File: config.mk
export PLATFORM = sky130hd
export DESIGN_NAME = lsnof_ctrl
export DESIGN_NICKNAME = d
export VERILOG_FILES = /design/src/rtl/lsnof_pkg.sv /design/src/rtl/lsnof_ctrl.sv
export SDC_FILE = /design/constraint.sdc
export NUM_CORES = 1
export LEC_CHECK = 0
export BUFFER_PORTS_ARGS = -buffer_cell sky130_fd_sc_hd__buf_2
export CAP_MARGIN = 20
export CORE_AREA = 2 2 39 41
export DETAILED_ROUTE_END_ITERATION = 8
export DIE_AREA = 0 0 41 43
export GPL_TIMING_DRIVEN = 0
export PLACE_DENSITY = 0.68
export SYNTH_ARGS = -nofsm -noshare
export SYNTH_HDL_FRONTEND = slang
export SYNTH_SLANG_ARGS = --single-unit
File: constraint.sdc
create_clock -name clk -period 2.3 [get_ports clk]
set_input_delay 0.46 -clock clk [delete_from_list [all_inputs] [get_ports clk]]
set_output_delay 0.46 -clock clk [all_outputs]
set_load 0.01 [all_outputs]
File: src/rtl/lsnof_pkg.sv
// package: types, constants and the arctangent table of the nearest object finder
`default_nettype none
package lsnof_pkg;
    localparam int MAX_CANDIDATES = 8192;
    localparam int GAP_LIMIT      = 5;
    localparam int CORDIC_GAIN    = 39797;
    localparam int BEST_RELOAD    = 5000;
    localparam int NONE_MARK      = 400000;
    localparam int CORDIC_STEPS   = 16;

    localparam logic [2:0] REG_ROBOT_X   = 3'd0;
    localparam logic [2:0] REG_ROBOT_Y   = 3'd1;
    localparam logic [2:0] REG_HEADING   = 3'd2;
    localparam logic [2:0] REG_MAX_RANGE = 3'd3;
    localparam logic [2:0] REG_MAX_WIDTH = 3'd4;
    localparam logic [2:0] REG_JUMP      = 3'd5;
    localparam logic [2:0] REG_TABLE_TOL = 3'd6;
    localparam logic [2:0] REG_BEACON_TOL = 3'd7;

    typedef enum logic [3:0] {
        ST_IDLE,
        ST_CHORD_TRIG,
        ST_CHORD_MUL,
        ST_CHORD_SUM,
        ST_CHORD_CMP,
        ST_POINT_TRIG,
        ST_POINT_MUL,
        ST_POINT_ADD,
        ST_FILTER,
        ST_FINISH,
        ST_OUT
    } state_t;

    // controller to datapath
    typedef struct packed {
        logic       sample_update;  // capture the incoming beat into the held registers
        logic       trig_start;     // load cordic
        logic       trig_sel_point; // 0: chord angle, 1: point angle
        logic       cordic_step;
        logic       chord_mul;
        logic       chord_sum;
        logic       chord_cmp;
        logic       point_mul;
        logic       point_add;
        logic       filter;
        logic       finish;         // segmentation update of the held beat, after any evaluation
        logic       load_result;
    } dp_cmd_t;

    // datapath to controller
    typedef struct packed {
        logic evaluate;    // held beat closes an object
        logic is_last;
        logic cordic_done;
        logic chord_ok;
    } dp_status_t;

    function automatic logic [23:0] atan_unit(input logic [3:0] i);
        logic [23:0] v;
        begin
            case (i)
                4'd0:  v = 24'd2097152;
                4'd1:  v = 24'd1238021;
                4'd2:  v = 24'd654136;
                4'd3:  v = 24'd332050;
                4'd4:  v = 24'd166669;
                4'd5:  v = 24'd83416;
                4'd6:  v = 24'd41718;
                4'd7:  v = 24'd20860;
                4'd8:  v = 24'd10430;
                4'd9:  v = 24'd5215;
                4'd10: v = 24'd2608;
                4'd11: v = 24'd1304;
                4'd12: v = 24'd652;
                4'd13: v = 24'd326;
                4'd14: v = 24'd163;
                default: v = 24'd81;
            endcase
            atan_unit = v;
        end
    endfunction
endpackage
`default_nettype wire

File: src/rtl/lsnof_ctrl.sv
// controller state machine of the nearest object finder
`default_nettype none
module lsnof_ctrl (
    input  wire logic                  clk,
    input  wire logic                  rst_n,
    input  wire logic                  in_valid,
    output logic                       in_stall,
    output logic                       out_valid,
    input  wire logic                  out_stall,
    input  wire lsnof_pkg::dp_status_t status,
    output lsnof_pkg::dp_cmd_t         cmd
);
    lsnof_pkg::state_t state_reg, state_next;
    logic out_valid_reg, out_valid_next;

    always_ff @(posedge clk or negedge rst_n)
    begin
        if (!rst_n)
        begin
            state_reg     <= lsnof_pkg::ST_IDLE;
            out_valid_reg <= 1'b0;
        end
        else
        begin
            state_reg     <= state_next;
            out_valid_reg <= out_valid_next;
        end
    end

    assign out_valid = out_valid_reg;

    // ST_IDLE also acts as the "beat held, decide" step: a beat is captured
    // in the datapath on accept and decoded while held_reg is set, still in ST_IDLE
    logic held_reg, held_next;
    always_ff @(posedge clk or negedge rst_n)
    begin
        if (!rst_n)
            held_reg <= 1'b0;
        else
            held_reg <= held_next;
    end

    always_comb
    begin
        state_next     = state_reg;
        out_valid_next = out_valid_reg && out_stall;
        held_next      = held_reg;
        cmd            = '0;
        in_stall       = 1'b1;
        unique case (state_reg)
            lsnof_pkg::ST_IDLE:
            begin
                if (held_reg)
                begin
                    if (status.evaluate)
                    begin
                        cmd.trig_start = 1'b1;
                        state_next     = lsnof_pkg::ST_CHORD_TRIG;
                    end
                    else
                        state_next = lsnof_pkg::ST_FINISH;
                end
                else
                begin
                    in_stall = 1'b0;
                    if (in_valid)
                    begin
                        cmd.sample_update = 1'b1;
                        held_next         = 1'b1;
                    end
                end
            end
            lsnof_pkg::ST_CHORD_TRIG:
            begin
                cmd.cordic_step = 1'b1;
                if (status.cordic_done)
                    state_next = lsnof_pkg::ST_CHORD_MUL;
            end
            lsnof_pkg::ST_CHORD_MUL:
            begin
                cmd.chord_mul = 1'b1;
                state_next    = lsnof_pkg::ST_CHORD_SUM;
            end
            lsnof_pkg::ST_CHORD_SUM:
            begin
                cmd.chord_sum = 1'b1;
                state_next    = lsnof_pkg::ST_CHORD_CMP;
            end
            lsnof_pkg::ST_CHORD_CMP:
            begin
                if (status.chord_ok)
                begin
                    cmd.chord_cmp      = 1'b1;
                    cmd.trig_start     = 1'b1;
                    cmd.trig_sel_point = 1'b1;
                    state_next         = lsnof_pkg::ST_POINT_TRIG;
                end
                else
                    state_next = lsnof_pkg::ST_FINISH;
            end
            lsnof_pkg::ST_POINT_TRIG:
            begin
                cmd.cordic_step = 1'b1;
                if (status.cordic_done)
                    state_next = lsnof_pkg::ST_POINT_MUL;
            end
            lsnof_pkg::ST_POINT_MUL:
            begin
                cmd.point_mul = 1'b1;
                state_next    = lsnof_pkg::ST_POINT_ADD;
            end
            lsnof_pkg::ST_POINT_ADD:
            begin
                cmd.point_add = 1'b1;
                state_next    = lsnof_pkg::ST_FILTER;
            end
            lsnof_pkg::ST_FILTER:
            begin
                cmd.filter = 1'b1;
                state_next = lsnof_pkg::ST_FINISH;
            end
            lsnof_pkg::ST_FINISH:
            begin
                cmd.finish = 1'b1;
                if (status.is_last)
                    state_next = lsnof_pkg::ST_OUT;
                else
                begin
                    held_next  = 1'b0;
                    state_next = lsnof_pkg::ST_IDLE;
                end
            end
            lsnof_pkg::ST_OUT:
            begin
                // wait for the output register to be free
                if (!out_valid_reg || !out_stall)
                begin
                    cmd.load_result = 1'b1;
                    out_valid_next  = 1'b1;
                    held_next       = 1'b0;
                    state_next      = lsnof_pkg::ST_IDLE;
                end
            end
            default:
                state_next = lsnof_pkg::ST_IDLE;
        endcase
    end
endmodule
`default_nettype wire

==> impl_metrics.ini, run 1 <==
[power_and_ir_drop]
total_power_mw = 0.743
powerDensity_nw_per_um2 = 1160
vdd_drop_max_mv = 0.380
p_leak_nw = 0.334

[outcome]
run_status = finished, final reports clean

[synth]
yosysTopAreaCell = dfrtp_1
netlist_area_um2 = 494
yosys_register_bits = 6
syn_nets = 73
synth_seq_area_share_pct = 30.4
synth.distinct_cells = 26
synth.yosys.warnings = 0
synthTopCellsByArea = dfrtp_1 30%, nor2_1 7.6%, nand2b_1 6.3%
yosysTopAreaCellShare_pct = 30.4
syn-instance-count = 65
syn_avg_cell_area_um2 = 7.60

[global_route]
grt_usage_pct = 16.2
antenna_found_initial = 0
grt_pass1_vias = 445
overflow = 0
grt_max_degree = 11
grt_pass1_wl_um = 1890

[placement]
placedInstanceArea_um2 = 619
io_buffer_count = 21
gp_congestion = 0.770
dp_cells = 102
post-place-ws_ps = 707
post-dp-hpwl_um = 944

[worst_setup_path]
endpoint_kind = output pin
critPathMaxFanout = 10
arrival_ps = 1380
cp-start-kind = register
cp.required_ps = 1840
path_class = reg -> out
reg2reg_depth = 4

[clock_network]
numClockSinks = 6
clk_pin_slew_worst_paths_ps = 40
clk_latency_ps = 240
cts_hold_buf = 0
post-cts-setup-buffers = 0
cts_resized = 0
cts-htree-levels = 1
ctsRootBufferMaster = clkbuf_4
cts_tree = yes
cts_buffer_depth = 2
numCtsBuffers = 3

[floorplanning]
die-area_um2 = 1760
ios = 22
die_h_um = 43
start_util_pct = 35.7
die_w_um = 41
core_area_um2 = 1380
rows = 14

[sta]
tightest_slew_ps = 351
grt_setup_unrepaired = false
fin_crit_ps = 1840
setup_ws_ps = 462
hold_violations = 0
slew_viol_final = 0
relSlewSlack_pct = 76.4
finalSetupTns_ps = 0
clock.fmax_mhz = 544
clock_skew_ps = 4.95
finalSetupViolCount = 0
period_share_pct = 79.9

[drt]
vias = 547
first_pass_iters = 6
wire_per_inst_um = 11.0
postRouteAntennaNets = 0
drc = 0
totalWireLength_um = 1160
first_iter_violations = 13
viasPerCell = 5.21

[finish]
drive_above_1_share_pct = 37.1
stdcell_count = 105
final_common_cell = buf_2
antennaDiodeCount = 0
layout_common_cells = 21 x buf_2, 10 x nor2_1, 6 x dfrtp_1
nets = 99
area.growth.synth_to_final_pct = 29.9
final_cell_area_um2 = 642
largest_reg_flops = 4

[job]
maxCapViolCount = 0

[min_path]
hold_path.class = in -> async
## worst paths after layout
| kind | start | end | slack [ps] |
|---|---|---|---|
| hold / removal | rst_n | state_reg[3] | 30 |
| hold reg to reg | out_valid | out_valid | 540 |
| setup reg to reg | state_reg[2] | state_reg[0] | 970 |
| setup / recovery | state_reg[0] | cmd[9] | 460 |
| min in group clk | out_stall | out_valid | 460 |
| max in group asynchronous | rst_n | state_reg[1] | 2120 |
## routing by layer
metal	share of wire [%]	global-route usage [%]	up-vias
met3	4.4	6.28	0
met5	0	0	-
li1	-	-	273
met1	44	20.2	256
met2	52	24.4	18
met4	0	6.00	0
## cell type report
cell class	count	area, µm²
fill	143	742
multi-input combinational	51	292
sequential	6	150
timing repair buffer	21	105
buffer	5	41.3
clock buffer	3	22.5
tap	16	20.0
inverter	3	11.3
## cell usage after synthesis (all sizes together)
cell and instances:
nor3 5, o21ai 5, buf 5, nand3b 1, inv 3, or2 1, a31oi 2, nand2b 6
nand3 1, o31ai 1, dfrtp 6, nor2 11, mux2i 1, o21a 1, nor4 1, o2bb2ai 1
nand2 5, or3 2, a21oi 5, a211oi 2
## per-stage QoR
step                utilization, %  hold WS (ps)
global route                  46.4          28.2
finish                        46.4          34.0
CTS                           46.4          35.0
floorplan                        -           164
global placement              44.8           290
detailed placement            44.8           293
## worst max-delay path, stage by stage, from the launching register on
cell and delay [ps]:
dfrtp_1 410, buf_4 190, nor2_2 150, nand2_1 70, nor2_1 100, buf_4 110, buf_2 110
## report_power, final
part | leakage, nW | switching (mW) | internal [mW]
Combinational | 0.246 | 0.261 | 0.202
Clock | 0.0138 | 0.0346 | 0.0588
Sequential | 0.0751 | 0.0413 | 0.146
## cell families (layout without fill, tap and decap cells)
group | count (synthesis) | count (layout) | synth area share (%)
flops | 6 | 6 | 30.4
buf+inv | 8 | 32 | 10.6
compound gates | 17 | 17 | 21.5
mux | 1 | 1 | 2.03
simple gates | 33 | 33 | 35.4
Power figures use the tool's default switching activity.
==> inputs of run 2 (changes only) <==
- PLACE_DENSITY: 0.68 -> 0.71
- clock period: 2.3 -> 1.6 ns (I/O delays scaled with it)
==> run 2 against run 1 <==
  * The flow now finishes with violations (setup timing)
  * Critical path depth unchanged
  * Combinational power rose by 140%
  * Sequential power grew 47%
  * Routed wire length rose by 42%
  * Count of clock-buffer cells in the layout unchanged
  * Register-to-register slack lost 880 ps
  * Total power is 100% higher
  * First-iteration DRC count is 38% higher
  * Worst hold slack gained 270 ps
  * Worst setup slack worse by 520 ps
  * Clock skew is essentially flat
  * Largest cell class unchanged
==> impl_metrics.ini, run 2 (synthesis gave the netlist of run 1 again) <==
[sta]
period_share_pct = 104
hold_ws_ps = 307
fin_crit_ps = 1660
slew_viol_final = 0
finalSetupViolCount = 3
relSlewSlack_pct = 77.7
hold_violations = 0
tightest_slew_ps = 333
clock.fmax_mhz = 604
grt_setup_unrepaired = true
setup_ws_ps = -56.3
finalSetupTns_ps = -105
clock_skew_ps = 5.20

[global_route]
grt_usage_pct = 17.3
grt_max_degree = 11
overflow = 0
grt_pass1_wl_um = 2060
antenna_found_initial = 0
grt_pass1_vias = 516

[drt]
drc = 0
postRouteAntennaNets = 0
wire_per_inst_um = 13.6
first_pass_iters = 4
totalWireLength_um = 1650
first_iter_violations = 18
viasPerCell = 5.29
vias = 640

[worst_setup_path]
cp.required_ps = 1280
critPathMaxFanout = 6
max_stage_delay_ps = 400
crit_buf_inv = 3
endpoint_kind = output pin
r2r-start = state_reg[3]
cpMaxStageDelayCell = dfrtp_1
reg2reg_depth = 5
crit_path_frequent_cell = buf_6
path_class = reg -> out
path_cells = buf_6, nor2_4, nand2_1, nor2_1, buf_4, buf_6
cp-start-kind = register
reg2reg_slack_ps = 90
crit_family = flip-flops
arrival_ps = 1340
timing.rr.end = state_reg[3]

[min_path]
min_to = out_valid
hold_path.class = in -> reg
hold_depth = 3
holdCritStartpoint = out_stall

[clock_network]
ctsRootBufferMaster = clkbuf_4
cts_tree = yes
numClockSinks = 6
cts_buffer_depth = 2
cts-htree-levels = 1
clk_pin_slew_worst_paths_ps = 50
numCtsBuffers = 3
clk_latency_ps = 250

[floorplanning]
die-area_um2 = 1760
ios = 22
die_h_um = 43
rows = 14
start_util_pct = 35.7
die_w_um = 41
core_area_um2 = 1380

[finish]
drive_above_1_share_pct = 56.2
largest_reg_flops = 4
layout_common_cells = 20 x buf_2, 12 x buf_4, 8 x buf_6, 6 x nor2_1
stdcell_count = 121
antennaDiodeCount = 0
area.growth.synth_to_final_pct = 72.9
nets = 115
final_common_cell = buf_2

[power_and_ir_drop]
p_leak_nw = 0.442
vdd_drop_max_mv = 0.739
powerDensity_nw_per_um2 = 1760

[outcome]
run_status = finished, violations left
violations = setup timing

[job]
maxCapViolCount = 0

[placement]
post-dp-hpwl_um = 928
io_buffer_count = 21
dp_cells = 102
gp_congestion = 0.763
-- run 2: changes by cell type in the layout (fill, tap and decap cells not counted), sizes merged --
cell         delta
buf            +14
dlygate4sd3     +1
clkbuf          +1
-- run 2: how the worst max path moves through the flow --
stage | startpoint | to | cells past startpoint
5_1_grt | state_reg[2] | cmd[10] | 5
3_3_place_gp | state_reg[0] | cmd[9] | 6
3_5_place_dp | state_reg[1] | cmd[9] | 6
6_report | state_reg[0] | cmd[9] | 6
2_1_floorplan | state_reg[1] | cmd[9] | 5
4_1_cts | state_reg[2] | cmd[10] | 5
-- run 2: final cells by class --
cell class / instances / area, µm²
Buffer: 5 / 52.6
Clock buffer: 3 / 22.5
Tap cell: 16 / 20.0
Timing Repair Buffer: 37 / 243
Inverter: 3 / 11.3
Fill cell: 117 / 529
Sequential cell: 6 / 151
Multi-Input combinational cell: 51 / 354
-- run 2: worst min-delay path, stage by stage --
cell and delay, ps:
buf_2 90, nand2_1 60, nand2_1 50
-- run 2: metal layers --
metal / global-route usage (%) / vias to the layer above / part of all wire, %
li1: - / 306 / -
met1: 22.1 / 304 / 40
met2: 25.9 / 26 / 53
met3: 7.85 / 4 / 6.0
met4: 4.00 / 0 / 0.91
met5: 0 / - / 0
-- run 2: repair_timing --
item / in CTS / in global routing
pin swaps: 4 / 6
buffers inserted: 8 / 7
hold buffers: 1 / 0
endpoints found under the hold margin: 6 / 0
endpoints found under the setup margin: 6 / 11
resized for setup: 9 / 14
-- run 2: metrics by stage --
stage               utilization (%)  total power [mW]  area, µm²  setup slack, ps
global route                   61.8              1.60        855             -102
floorplan                         -             0.761        494              172
detailed placement             44.8             0.938        619              132
global placement               44.8             0.924        619              149
CTS                            54.2              1.27        749            -52.9
finish                         61.8              1.50        855            -56.3
-- run 2: report_power, final --
group | total [mW] | internal [mW] | switching [mW]
Clock | 0.143 | 0.0850 | 0.0576
Sequential | 0.275 | 0.211 | 0.0639
Combinational | 1.09 | 0.549 | 0.536
